[config.mk]
export PLATFORM = sky130hd
export DESIGN_NAME = mcve_sqdiv
export DESIGN_NICKNAME = d
export VERILOG_FILES = /design/src/rtl/mcve_pkg.sv /design/src/rtl/mcve_sqdiv.sv
export SDC_FILE = /design/constraint.sdc
export NUM_CORES = 1
export LEC_CHECK = 0
export BUFFER_PORTS_ARGS = -buffer_cell sky130_fd_sc_hd__buf_2
export CELL_PAD_IN_SITES_DETAIL_PLACEMENT = 2
export CELL_PAD_IN_SITES_GLOBAL_PLACEMENT = 2
export CORE_MARGIN = 2
export CORE_UTILIZATION = 35
export CTS_CLUSTER_DIAMETER = 100
export DETAILED_ROUTE_END_ITERATION = 16
export PLACE_DENSITY = 0.77
export SLEW_MARGIN = 5
export SYNTH_ARGS = -nofsm -noshare
export SYNTH_HDL_FRONTEND = slang
export SYNTH_SLANG_ARGS = --single-unit
[constraint.sdc]
create_clock -name i_clk -period 9.3 [get_ports i_clk]
set_input_delay 0.465 -clock i_clk [delete_from_list [all_inputs] [get_ports i_clk]]
set_output_delay 0.465 -clock i_clk [all_outputs]
set_load 0.02 [all_outputs]
[src/rtl/mcve_pkg.sv]
// Shared types and constants of the matrix column vector engine.
// Depends on nothing; the files that use it refer to it by scoped names.
package mcve_pkg;

    localparam int CMD_W      = 3;
    localparam int ROW_W      = 4;
    localparam int COL_W      = 4;
    localparam int DATA_W     = 32;
    localparam int STS_W      = 2;
    localparam int CFG_IDX_W  = 2;
    localparam int CFG_DATA_W = 5;

    // configuration register indexes
    localparam logic [CFG_IDX_W-1:0] CFG_ROWS = 2'd0;
    localparam logic [CFG_IDX_W-1:0] CFG_COLS = 2'd1;

    typedef enum logic [CMD_W-1:0] {
        CMD_WRITE = 3'd0,
        CMD_READ  = 3'd1,
        CMD_SUB   = 3'd2,
        CMD_DOT   = 3'd3,
        CMD_NORM  = 3'd4
    } t_cmd;

    typedef enum logic [STS_W-1:0] {
        ST_OK    = 2'd0,
        ST_SAT   = 2'd1,
        ST_ZERO  = 2'd2,
        ST_RANGE = 2'd3
    } t_status;

    typedef enum logic [3:0] {
        S_IDLE,
        S_WR_ONE,
        S_RD_ONE,
        S_RD_CAP,
        S_RD_I,
        S_RD_J,
        S_CAPB,
        S_MUL,
        S_ACC,
        S_DOT_FIN,
        S_SQ_GO,
        S_SQ_WAIT,
        S_N_RD,
        S_N_CAP,
        S_N_DIV,
        S_DONE
    } t_state;

    typedef enum logic {
        UOP_SQRT,
        UOP_DIV
    } t_unit_op;

    typedef struct packed {
        logic     start;
        t_unit_op op;
    } t_unit_ctl;

    typedef struct packed {
        logic busy;
        logic done;
    } t_unit_sts;

endpackage

[src/rtl/mcve_sqdiv.sv]
// Iterative square root / restoring divider sharing one 64-bit compare-subtract.
// Depends on mcve_pkg (t_unit_ctl, t_unit_sts).
module mcve_sqdiv #(
    parameter int DW = 49
) (
    input  logic                 i_clk,
    input  logic                 i_rst_n,
    input  mcve_pkg::t_unit_ctl  i_ctl,
    input  logic [63:0]          i_radicand,
    input  logic [DW-1:0]        i_dividend,
    input  logic [31:0]          i_divisor,
    output mcve_pkg::t_unit_sts  o_sts,
    output logic [31:0]          o_root,
    output logic [63:0]          o_rem,
    output logic [DW-1:0]        o_quot
);

    localparam int CW = $clog2(DW + 1);

    logic               r_busy, n_busy;
    logic               r_done, n_done;
    mcve_pkg::t_unit_op r_op, n_op;
    logic [CW-1:0]      r_cnt, n_cnt;
    logic [63:0]        r_x, n_x;
    logic [63:0]        r_res, n_res;
    logic [63:0]        r_bit, n_bit;
    logic [DW-1:0]      r_q, n_q;
    logic [31:0]        r_d, n_d;

    logic [63:0] w_min, w_sub, w_diff;
    logic        w_ge;

    // shared compare-subtract
    always_comb begin
        if (r_op == mcve_pkg::UOP_SQRT) begin
            w_min = r_x;
            w_sub = r_res + r_bit;
        end else begin
            w_min = {r_x[62:0], r_q[DW-1]};
            w_sub = 64'(r_d);
        end
        w_ge   = (w_min >= w_sub);
        w_diff = w_min - w_sub;
    end

    always_comb begin
        n_busy = r_busy;
        n_done = 1'b0;
        n_op   = r_op;
        n_cnt  = r_cnt;
        n_x    = r_x;
        n_res  = r_res;
        n_bit  = r_bit;
        n_q    = r_q;
        n_d    = r_d;
        if (i_ctl.start) begin
            n_busy = 1'b1;
            n_op   = i_ctl.op;
            n_x    = (i_ctl.op == mcve_pkg::UOP_SQRT) ? i_radicand : 64'd0;
            n_res  = 64'd0;
            n_bit  = 64'd1 << 62;
            n_q    = i_dividend;
            n_d    = i_divisor;
            n_cnt  = (i_ctl.op == mcve_pkg::UOP_SQRT) ? CW'(31) : CW'(DW - 1);
        end else if (r_busy) begin
            if (r_op == mcve_pkg::UOP_SQRT) begin
                if (w_ge) begin
                    n_x   = w_diff;
                    n_res = (r_res >> 1) + r_bit;
                end else begin
                    n_res = r_res >> 1;
                end
                n_bit = r_bit >> 2;
            end else begin
                n_x = w_ge ? w_diff : w_min;
                n_q = {r_q[DW-2:0], w_ge};
            end
            if (r_cnt == '0) begin
                n_busy = 1'b0;
                n_done = 1'b1;
            end else begin
                n_cnt = r_cnt - 1'b1;
            end
        end
    end

    always_ff @(posedge i_clk) begin
        if (!i_rst_n) begin
            r_busy <= 1'b0;
            r_done <= 1'b0;
            r_op   <= mcve_pkg::UOP_SQRT;
            r_cnt  <= '0;
        end else begin
            r_busy <= n_busy;
            r_done <= n_done;
            r_op   <= n_op;
            r_cnt  <= n_cnt;
        end
        r_x   <= n_x;
        r_res <= n_res;
        r_bit <= n_bit;
        r_q   <= n_q;
        r_d   <= n_d;
    end

    assign o_sts.busy = r_busy;
    assign o_sts.done = r_done;
    assign o_root     = r_res[31:0];
    assign o_rem      = r_x;
    assign o_quot     = r_q;

endmodule

==> metrics.md, run 1 <==
| Metric | Value |
|---|---|
| Origin of the critical flop-to-flop path | r_res[14]$_SDFFE_PP0P_ |
| Launch point of the worst path | r_res[14]$_SDFFE_PP0P_ |
| TNS Setup | 0 ns |
| CTS buffer count | 34 |
| Worst setup path class | reg2reg |
| Register area share after synthesis | 0.313 |
| HPWL Detailed | 64.3 mm |
| CP Capture Type | flop |
| Final Instance Area | 23,500 µm² |
| Worst-path maximum fanout | 30 |
| Post-synth EDFFs | 145 |
| Final number of setup-violating endpoints | 0 |
| Area Growth Syn to Fin | 14.0% |
| Syn Area/Cell | 8.29 µm² |
| Crit path max-delay family | simple AND/OR/NAND/NOR gates |
| Crit-path cells | ha_1 > nand2_1 > or4_1 > a2111oi_2 > o21ai_1 > a21oi_1 > o21ai_0 > nor2_1 > nor3_1 > or3b_2 > ha_1 > inv_1 > nor3_1 > nand2_1 > nor3_1 > o21ai_0 > a211oi_2 > or2_2 > buf_4 > nand2_1 > xor2_1 > a211oi_1 |
| Hold depth | 1 |
| Synth area leaders | edfxtp_1 (21%), dfxtp_1 (10%), ha_1 (8.1%) |
| Port Buf Inserts | 295 |
| Final hold viol count | 0 |
| Resized Gates After CTS | 0 |
| Dpl cell area | 22,400 µm² |
| Die area | 60,900 µm² |
| Vias per cell | 5.84 |
| Syn Inst Count | 2,488 |
| Synth area leader | edfxtp_1 |
| Maxcap violations | 0 |
| Critical path depth | 22 |
| Required @ worst endpoint | 9.75 ns |
| Final wirelength | 84.7 mm |
| Leak Pwr | 8.97 nW |
| Synthesized cell area | 20,600 µm² |
| Syn_nets | 2,771 |
| Yosys warnings | 0 |
| Core Region | 58,700 µm² |
| Post-synth top area share | 0.211 |
| Clk_lat worst skew | 0.57 ns |
| Max_slew headroom | 0.321 |
| CP Capture Point | r_res[35]$_SDFFE_PP0P_ |
| Hold_buf cts | 0 |
| Vias in the first global route | 21,213 |
| Hold Path Class | in2reg |
| Root buffer cell | clkbuf_16 |
| Chip height | 247 µm |
| Worst Setup Start Kind | flop |
| DRC errors left | 0 |
| R2r setup slk | 2.27 ns |
| Max Clock Skew | 0.0407 ns |
| Status | finished clean |
| Worst r2r path cells | 22 |
| Longest Clk Path Bufs | 3 |
| DR vias | 20,134 |
| Crit path arrival time | 7.47 ns |
| GRT Util Overall | 0.271 |
| Max stage delay on crit path | 0.55 ns |
| RR Endpoint | r_res[35]$_SDFFE_PP0P_ |
| Unrepaired setup endpoints after global routing | false |
| Primary FF master, synth | edfxtp_1 |
| Pre-CTS setup slack | 2.21 ns |
| Row Count | 89 |
| Synth cell count leaders | nand2_1 (309), a21oi_1 (253), nor2_1 (204), o21ai_0 (167), edfxtp_1 (145) |
| Nets | 2,934 |
| I/O pin count | 296 |
| Period utilisation layout | 0.756 |
| Initial DRT Pass Iterations | 4 |
| Die X | 247 µm |
| DR iter-0 viols | 1,039 |
| Worst Max-Slew Pin Slew | 1.02 ns |
| H-tree levels | 2 |
| Peak VDD IR | 0.143 mV |
| Placer Congestion | 0.937 |
| Routed Antenna Nets | 0 |
| Register bit total from synthesis | 250 |
| Minimum clock period | 7.03 ns |
| Fmax | 0.142 GHz |
| Starting Density | 0.352 |
| Buf/Inv on CP | 2 |
| PwrDens | 315 nW/µm² |
| Clk sink count | 250 |
| Grt ovf | 0 |
| First-pass GRT wire length | 129 mm |
| Final Max Tran Viols | 0 |
| CTS tree | done |
| Clk slew on worst S/H paths | 0.06 ns |
| Final worst-path setup slack | 2.27 ns |
| Synth cell types | 84 |
| CP max-delay cell | or4_1 |
| Setup bufs post-CTS | 0 |
| Layout cells sized above 1 | 0.197 |
| Antenna violations before repair | 1 |
| Asr flop ratio synth | 0 |
| Top-count cell post-synth | nand2_1 |
| DR WL/cell | 24.6 µm |
| Pin count of the biggest net entering global routing | 131 |
## power by group
part	total [mW]	switching (mW)	leakage, nW	internal (mW)
registers	1.79	0.322	2.31	1.47
clock network	1.35	0.565	0.542	0.788
logic	4.26	2.77	6.12	1.49
total	7.41	3.66	8.97	3.75
## stage by stage
stage	power, mW	util	std cells	hold slack, ns
3_3_place_gp	5.82	0.381	3388	0.468
2_1_floorplan	4.60	-	2488	0.456
3_5_place_dp	5.96	0.381	3388	0.491
4_1_cts	7.38	0.401	3449	0.0549
5_1_grt	7.88	0.401	3450	0.0656
6_report	7.41	0.401	3450	0.0782
## cells by family after synthesis
family / Yosys count / share of synthesized area
flip-flops: 250 / 0.313
XOR/XNOR: 143 / 0.0607
AO/OA/AOI/OAI: 778 / 0.236
multiplexers: 143 / 0.0765
AND/OR/NAND/NOR: 823 / 0.183
buffers and inverters: 217 / 0.0490
adder cells (fa/ha/maj): 134 / 0.0816
## area by class of cell
cell class	instances	area, µm²
Antenna cell	1	2.50
Timing Repair Buffer	310	1640
Tap cell	773	967
Sequential cell	250	6460
Clock inverter	19	216
Multi-Input combinational cell	2021	13200
Clock buffer	42	911
Fill cell	6678	35200
Inverter	34	128
## worst min-delay path by stage
stage                                       from                endpoint  slack, ns
after floorplan           r_bit[62]$_SDFFE_PP1P_  r_bit[62]$_SDFFE_PP1P_       0.46
after global placement     r_bit[0]$_SDFFE_PP0P_   r_bit[0]$_SDFFE_PP0P_       0.47
after detailed placement  r_bit[62]$_SDFFE_PP1P_  r_bit[62]$_SDFFE_PP1P_       0.49
after CTS                          i_divisor[12]       r_d[12]$_DFFE_PP_       0.05
after global routing               i_divisor[12]       r_d[12]$_DFFE_PP_       0.07
final                              i_divisor[12]       r_d[12]$_DFFE_PP_       0.08
## cells in the final DEF, fill, tap and decap left out, types with 9 or more instances in the layout
cell type / n
a21boi_0: 16
o21bai_1: 35
nor4_1: 10
edfxtp_1: 145
buf_4: 12
and3_1: 16
nor2_1: 203
nand2b_1: 35
a211oi_1: 47
inv_1: 33
buf_2: 294
nor3_1: 80
o21ai_0: 167
nand4_1: 48
o211ai_1: 17
a21oi_1: 253
or3_1: 17
o31ai_1: 11
mux2i_1: 26
a311oi_1: 15
a221oi_1: 9
a21o_1: 31
a31oi_1: 64
o21a_1: 28
ha_1: 133
nor2b_1: 16
clkbuf_16: 34
xor2_1: 68
and2_1: 15
xnor2_1: 75
mux2_2: 117
a22o_1: 14
nand3_1: 43
dfxtp_1: 104
nand2_1: 307
a31o_2: 13
## state kept, by name (all words and copies together) (netlist names)
name,flops
o_rem,64
r_res,64
o_quot,49
r_bit,32
r_d,32
r_cnt,6
r_busy,1
r_done,1
r_op,1
## per-layer routing
| metal | wire, µm | part of all wire | up-vias | global-route usage |
|---|---|---|---|---|
| met5 | 0 | 0 | - | 0 |
| li1 | - | - | 9487 | - |
| met1 | 40800 | 0.48 | 10190 | 0.385 |
| met2 | 39200 | 0.46 | 375 | 0.443 |
| met3 | 2950 | 0.035 | 82 | 0.0271 |
| met4 | 1670 | 0.020 | 0 | 0.0604 |
(Power assumes the default switching activity.)
==> run 2: changes to the inputs <==
- clock period: 9.3 -> 6.7 ns (I/O delays scaled with it)
==> run 2 against run 1 <==
Power grew 39%. Global-route usage grew 0.76 points. Clock-buffer cell count grew 5. Clock skew shrank 0.020 ns. First-iteration DRC count grew 8.3%. Worst hold slack lost 0.051 ns. Routed wire length grew 3.3%. Sequential share of layout area shrank 0.89 points. Flip-flop and latch count is the same. Cell area grew 3.3%. Critical endpoint is now r_res[53]$_SDFFE_PP0P_. Largest cell class unchanged. Highest routed layer unchanged.
==> metrics.md, run 2 (synthesis results as in run 1) <==
| Metric | Value |
|---|---|
| HPWL Detailed | 65.7 mm |
| DR WL/cell | 24.7 µm |
| Max_slew headroom | 0.203 |
| PwrDens | 422 nW/µm² |
| Layout cells sized above 1 | 0.202 |
| Required @ worst endpoint | 7.20 ns |
| Commonest non-fill, non-tap cell in the layout | nand2_1 |
| Longest Clk Path Bufs | 3 |
| Worst setup path class | reg2reg |
| First-pass GRT wire length | 133 mm |
| Core Region | 58,700 µm² |
| Placer Congestion | 0.928 |
| Hold depth | 2 |
| Multi-input logic area | 13,200 µm² |
| Most frequent cells in the layout | nand2_1 (307), buf_2 (294), a21oi_1 (251), nor2_1 (203), o21ai_0 (166) |
| Max Clock Skew | 0.0202 ns |
| Status | finished clean |
| Clk pwr share | 0.165 |
| Clk slew on worst S/H paths | 0.06 ns |
| Switching Share | 0.491 |
| Psw | 5.04 mW |
| Crit-path cells | ha_1 > nand2_1 > or4_1 > a2111oi_2 > o21ai_1 > a21oi_1 > o21ai_0 > nor2_1 > nor3_1 > or3b_2 > ha_1 > inv_1 > nor3_1 > nand2_1 > nor3_1 > o21ai_0 > a211oi_2 > or2_2 > buf_12 > o21ai_0 > xor2_1 > a211oi_1 |
| DRC errors left | 0 |
| CTS tree | done |
| TNS Setup | 0 ns |
| DR iter-0 viols | 1,125 |
| Worst Setup Start Kind | flop |
| Starting Density | 0.352 |
| Combinational fraction of design power | 0.595 |
| FILL cells | 6,555 |
| Root buffer cell | clkbuf_16 |
| Minimum clock period | 6.29 ns |
| Pin count of the biggest net entering global routing | 91 |
| Reg power frac | 0.240 |
| Row Count | 89 |
| Period utilisation layout | 0.939 |
| Peak VDD IR | 0.275 mV |
| Sequential Area | 6460 µm² |
| Final hold viol count | 0 |
| Die area | 60,900 µm² |
| Clk sink count | 250 |
| I/O pin count | 296 |
| Routed Antenna Nets | 0 |
| CP max-delay cell | or3b_2 |
| Critical path depth | 22 |
| Vias in the first global route | 21,777 |
| Final number of setup-violating endpoints | 0 |
| Final Instance Area | 24,300 µm² |
| Internal power | 5.23 mW |
| Worst r2r path cells | 22 |
| Maxcap violations | 0 |
| DR vias | 20,503 |
| Die X | 247 µm |
| Leak Pwr | 9.35 nW |
| H-tree levels | 1 |
| Buf/Inv on CP | 2 |
| Antenna violations before repair | 3 |
| Fmax | 0.159 GHz |
| Worst Max-Slew Pin Slew | 1.19 ns |
| Unrepaired setup endpoints after global routing | false |
| GRT Util Overall | 0.279 |
| Chip height | 247 µm |
| Clk_lat worst skew | 0.61 ns |
| Area Growth Syn to Fin | 17.8% |
| Grt ovf | 0 |
| Initial DRT Pass Iterations | 5 |
| Port Buf Inserts | 295 |
| Worst-path maximum fanout | 42 |
| Max stage delay on crit path | 0.51 ns |
| Crit path max-delay family | compound AO/OA/AOI/OAI gates |
| Vias per cell | 5.79 |
| Final Max Tran Viols | 0 |
| CTS buffer count | 31 |
| CP Capture Type | flop |
| Hold Path Class | in2reg |
| Crit path arrival time | 6.79 ns |
| Dpl cell area | 22,700 µm² |
| Nets | 3,024 |
| Final wirelength | 87.5 mm |
[run 2: stage by stage]
stage / power, mW / hold WS, ns / setup WS [ns] / cells / utilization
global placement: 8.21 / 0.470 / 0.481 / 3427 / 0.388
finish: 10.3 / 0.0273 / 0.409 / 3542 / 0.414
detailed placement: 8.40 / 0.490 / 0.299 / 3427 / 0.388
floorplan: 6.39 / 0.434 / 0.564 / 2488 / -
global route: 10.9 / 0.0136 / 0.0407 / 3542 / 0.414
CTS: 10.2 / 0.000375 / 0.275 / 3539 / 0.414
[run 2: layout make-up]
type	instances	area share
timing repair buffer	403	0.104
sequential	250	0.266
multi-input combinational	2021	0.544
inverter	34	0.00525
clock buffer	47	0.0356
antenna	3	0.000309
tap	773	0.0398
clock inverter	11	0.00505
[run 2: layer usage]
metal  share of wire  track usage  routed length, µm  vias up
met5               0            0                  0        -
met4           0.028       0.0760               2420        0
met3           0.036       0.0300               3170      100
met2            0.46        0.448              40100      395
met1            0.48        0.396              41700    10363
li1                -            -                  -     9645
[run 2: worst paths after layout]
kind	endpoint	start	slack, ns
worst max-delay path	r_res[53]$_SDFFE_PP0P_	r_res[12]$_SDFFE_PP0P_	0.41
worst min-delay path	o_quot[6]$_DFFE_PP_	i_dividend[6]	0.03
worst max register to register	r_res[53]$_SDFFE_PP0P_	r_res[12]$_SDFFE_PP0P_	0.41
worst min register to register	r_bit[0]$_SDFFE_PP0P_	r_bit[0]$_SDFFE_PP0P_	0.50
[run 2: repair_timing]
action,4_1_cts,5_1_grt
endpoints found under the setup margin,0,69
endpoints found under the hold margin,54,0
gates resized for setup,0,6
hold buffers,54,0
setup buffers,0,0
[run 2: power by group through the flow]
stage / Clock (mW) / Combinational (mW) / Sequential [mW]
2_1_floorplan: 0 / 3.83 / 2.56
3_3_place_gp: 0 / 5.76 / 2.45
3_5_place_dp: 0 / 5.92 / 2.48
4_1_cts: 1.72 / 5.99 / 2.45
5_1_grt: 1.78 / 6.64 / 2.51
6_report: 1.69 / 6.11 / 2.47
==> run 3: changes to the inputs <==
- clock period: 6.7 -> 5.9 ns (I/O delays scaled with it)
==> run 3 against run 2 <==
Cell area up 8.4%. Fmax up 7.8%. Clock-buffer cell count down 7. Via count up 7.1%. Die area unchanged. Critical path depth up 4. Highest routed layer unchanged. Worst hold slack worse by 0.023 ns. Final cell count up 4.7%. Routed wire length up 13%. Sequential power up 13%. First-iteration DRC count up 25%.
==> metrics.md, run 3 (synthesis results as in run 1) <==
| Metric | Value |
|---|---|
| Max Clock Skew | 0.0317 ns |
| Final wirelength | 98.5 mm |
| Worst r2r path cells | 26 |
| Die X | 247 µm |
| HPWL Detailed | 67.8 mm |
| Ant. Diodes | 0 |
| Fmax | 0.171 GHz |
| CTS tree | done |
| DRC errors left | 0 |
| Clk slew on worst S/H paths | 0.07 ns |
| Most frequent cells in the layout | nand2_1 (301), buf_2 (294), a21oi_1 (236), nor2_1 (199), o21ai_0 (150) |
| Clk_lat worst skew | 0.63 ns |
| Port Buf Inserts | 295 |
| Crit path arrival time | 6.21 ns |
| Minimum clock period | 5.83 ns |
| Grt ovf | 0 |
| RR Endpoint | o_rem[11]$_DFFE_PP_ |
| Hold Path Class | in2reg |
| Maxcap violations | 0 |
| H-tree levels | 1 |
| CP dominant cell by count | buf_4 |
| Final Max Tran Viols | 0 |
| Pin count of the biggest net entering global routing | 131 |
| Hold depth | 3 |
| Worst-path maximum fanout | 49 |
| Peak VDD IR | 0.292 mV |
| First-pass GRT wire length | 145 mm |
| Total power | 12.6 mW |
| Row Count | 89 |
| Max stage delay on crit path | 0.36 ns |
| Final hold viol count | 0 |
| Layout cells sized above 1 | 0.255 |
| Antenna violations before repair | 0 |
| GRT Util Overall | 0.305 |
| Vias per cell | 5.92 |
| Longest Clk Path Bufs | 3 |
| DR iter-0 viols | 1,401 |
| CP Capture Type | flop |
| Nets | 3,194 |
| Hold Crit Start | i_radicand[0] |
| Worst setup path class | reg2reg |
| Starting Density | 0.352 |
| Die area | 60,900 µm² |
| CTS buffer count | 31 |
| Core Region | 58,700 µm² |
| Initial DRT Pass Iterations | 5 |
| Final number of setup-violating endpoints | 0 |
| Routed Antenna Nets | 0 |
| Worst Max-Slew Pin Slew | 0.859 ns |
| Status | finished clean |
| Leak Pwr | 10.3 nW |
| Chip height | 247 µm |
| Clk sink count | 250 |
| Commonest non-fill, non-tap cell in the layout | nand2_1 |
| Vias in the first global route | 23,208 |
| Max_slew headroom | 0.420 |
| PwrDens | 479 nW/µm² |
| Hold EP | o_rem[0]$_DFFE_PP_ |
| DR vias | 21,951 |
| Area Growth Syn to Fin | 27.7% |
| CP max-delay cell | dfxtp_2 |
| Required @ worst endpoint | 6.28 ns |
| Origin of the critical flop-to-flop path | r_bit[8]$_SDFFE_PP0P_ |
| I/O pin count | 296 |
| Placer Congestion | 0.947 |
| DR WL/cell | 26.6 µm |
| Unrepaired setup endpoints after global routing | true |
| R2r setup slk | 0.07 ns |
| Worst Setup Start Kind | flop |
| Root buffer cell | clkbuf_16 |
| Period utilisation layout | 0.989 |
| TNS Setup | 0 ns |
run 3: where the power goes:
group	leakage, nW	switching, mW	internal, mW	total [mW]
logic	7.44	4.86	2.94	7.79
registers	2.31	0.483	2.32	2.80
clock network	0.506	0.905	1.13	2.04
run 3: stage by stage:
step                      cell area, µm²   util  hold WS, ns  instances  setup WS (ns)
after floorplan                    20600      -        0.394       2488         0.0425
after global placement             23400  0.399        0.466       3516         0.0688
after detailed placement           23400  0.399        0.473       3516         -0.258
after CTS                          25700  0.439      0.00722       3700        0.00453
after global routing               26400  0.449      0.00780       3709         -0.229
final                              26400  0.449      0.00406       3709         0.0659
run 3: worst max-delay path, delay by kind of cell, from the launching register on:
family	cells	cell delay, ns
XOR/XNOR	1	0.18
flip-flops	1	0.36
AO/OA/AOI/OAI	12	2.65
AND/OR/NAND/NOR	6	0.83
adder cells (fa/ha/maj)	2	0.64
buffers and inverters	5	0.91
run 3: how the worst max path moves through the flow:
stage / to / cells after the start / startpoint
after floorplan: o_rem[0]$_DFFE_PP_ / 23 / r_res[16]$_SDFFE_PP0P_
after global placement: o_rem[6]$_DFFE_PP_ / 22 / r_bit[14]$_SDFFE_PP0P_
after detailed placement: o_rem[59]$_DFFE_PP_ / 25 / r_bit[16]$_SDFFE_PP0P_
after CTS: o_rem[57]$_DFFE_PP_ / 27 / r_bit[8]$_SDFFE_PP0P_
after global routing: o_rem[1]$_DFFE_PP_ / 26 / r_bit[8]$_SDFFE_PP0P_
final: o_rem[11]$_DFFE_PP_ / 26 / r_bit[8]$_SDFFE_PP0P_
run 3: final cells by class:
class | instances | area [µm²]
fill | 6329 | 32300
multi-input combinational | 2021 | 13700
sequential | 250 | 6470
timing repair buffer | 573 | 4010
tap | 773 | 967
clock buffer | 40 | 820
clock inverter | 18 | 220
inverter | 34 | 128
run 3: metal layers:
metal  GRT usage  wire length, µm  vias up  part of all wire
met5           0                0        -                 0
met4      0.0709             2620        0             0.027
met3      0.0262             4060      147             0.041
met2       0.508            47500      592              0.48
met1       0.426            44300    11227              0.45
li1            -                -     9985                 -
run 3: repair_timing:
action / in CTS / in global routing
pin swaps: 1 / 26
buffers inserted: 1 / 9
endpoints found under the hold margin: 128 / 0
setup endpoints to repair: 146 / 193
hold buffers: 125 / 0
gates resized for setup: 5 / 121
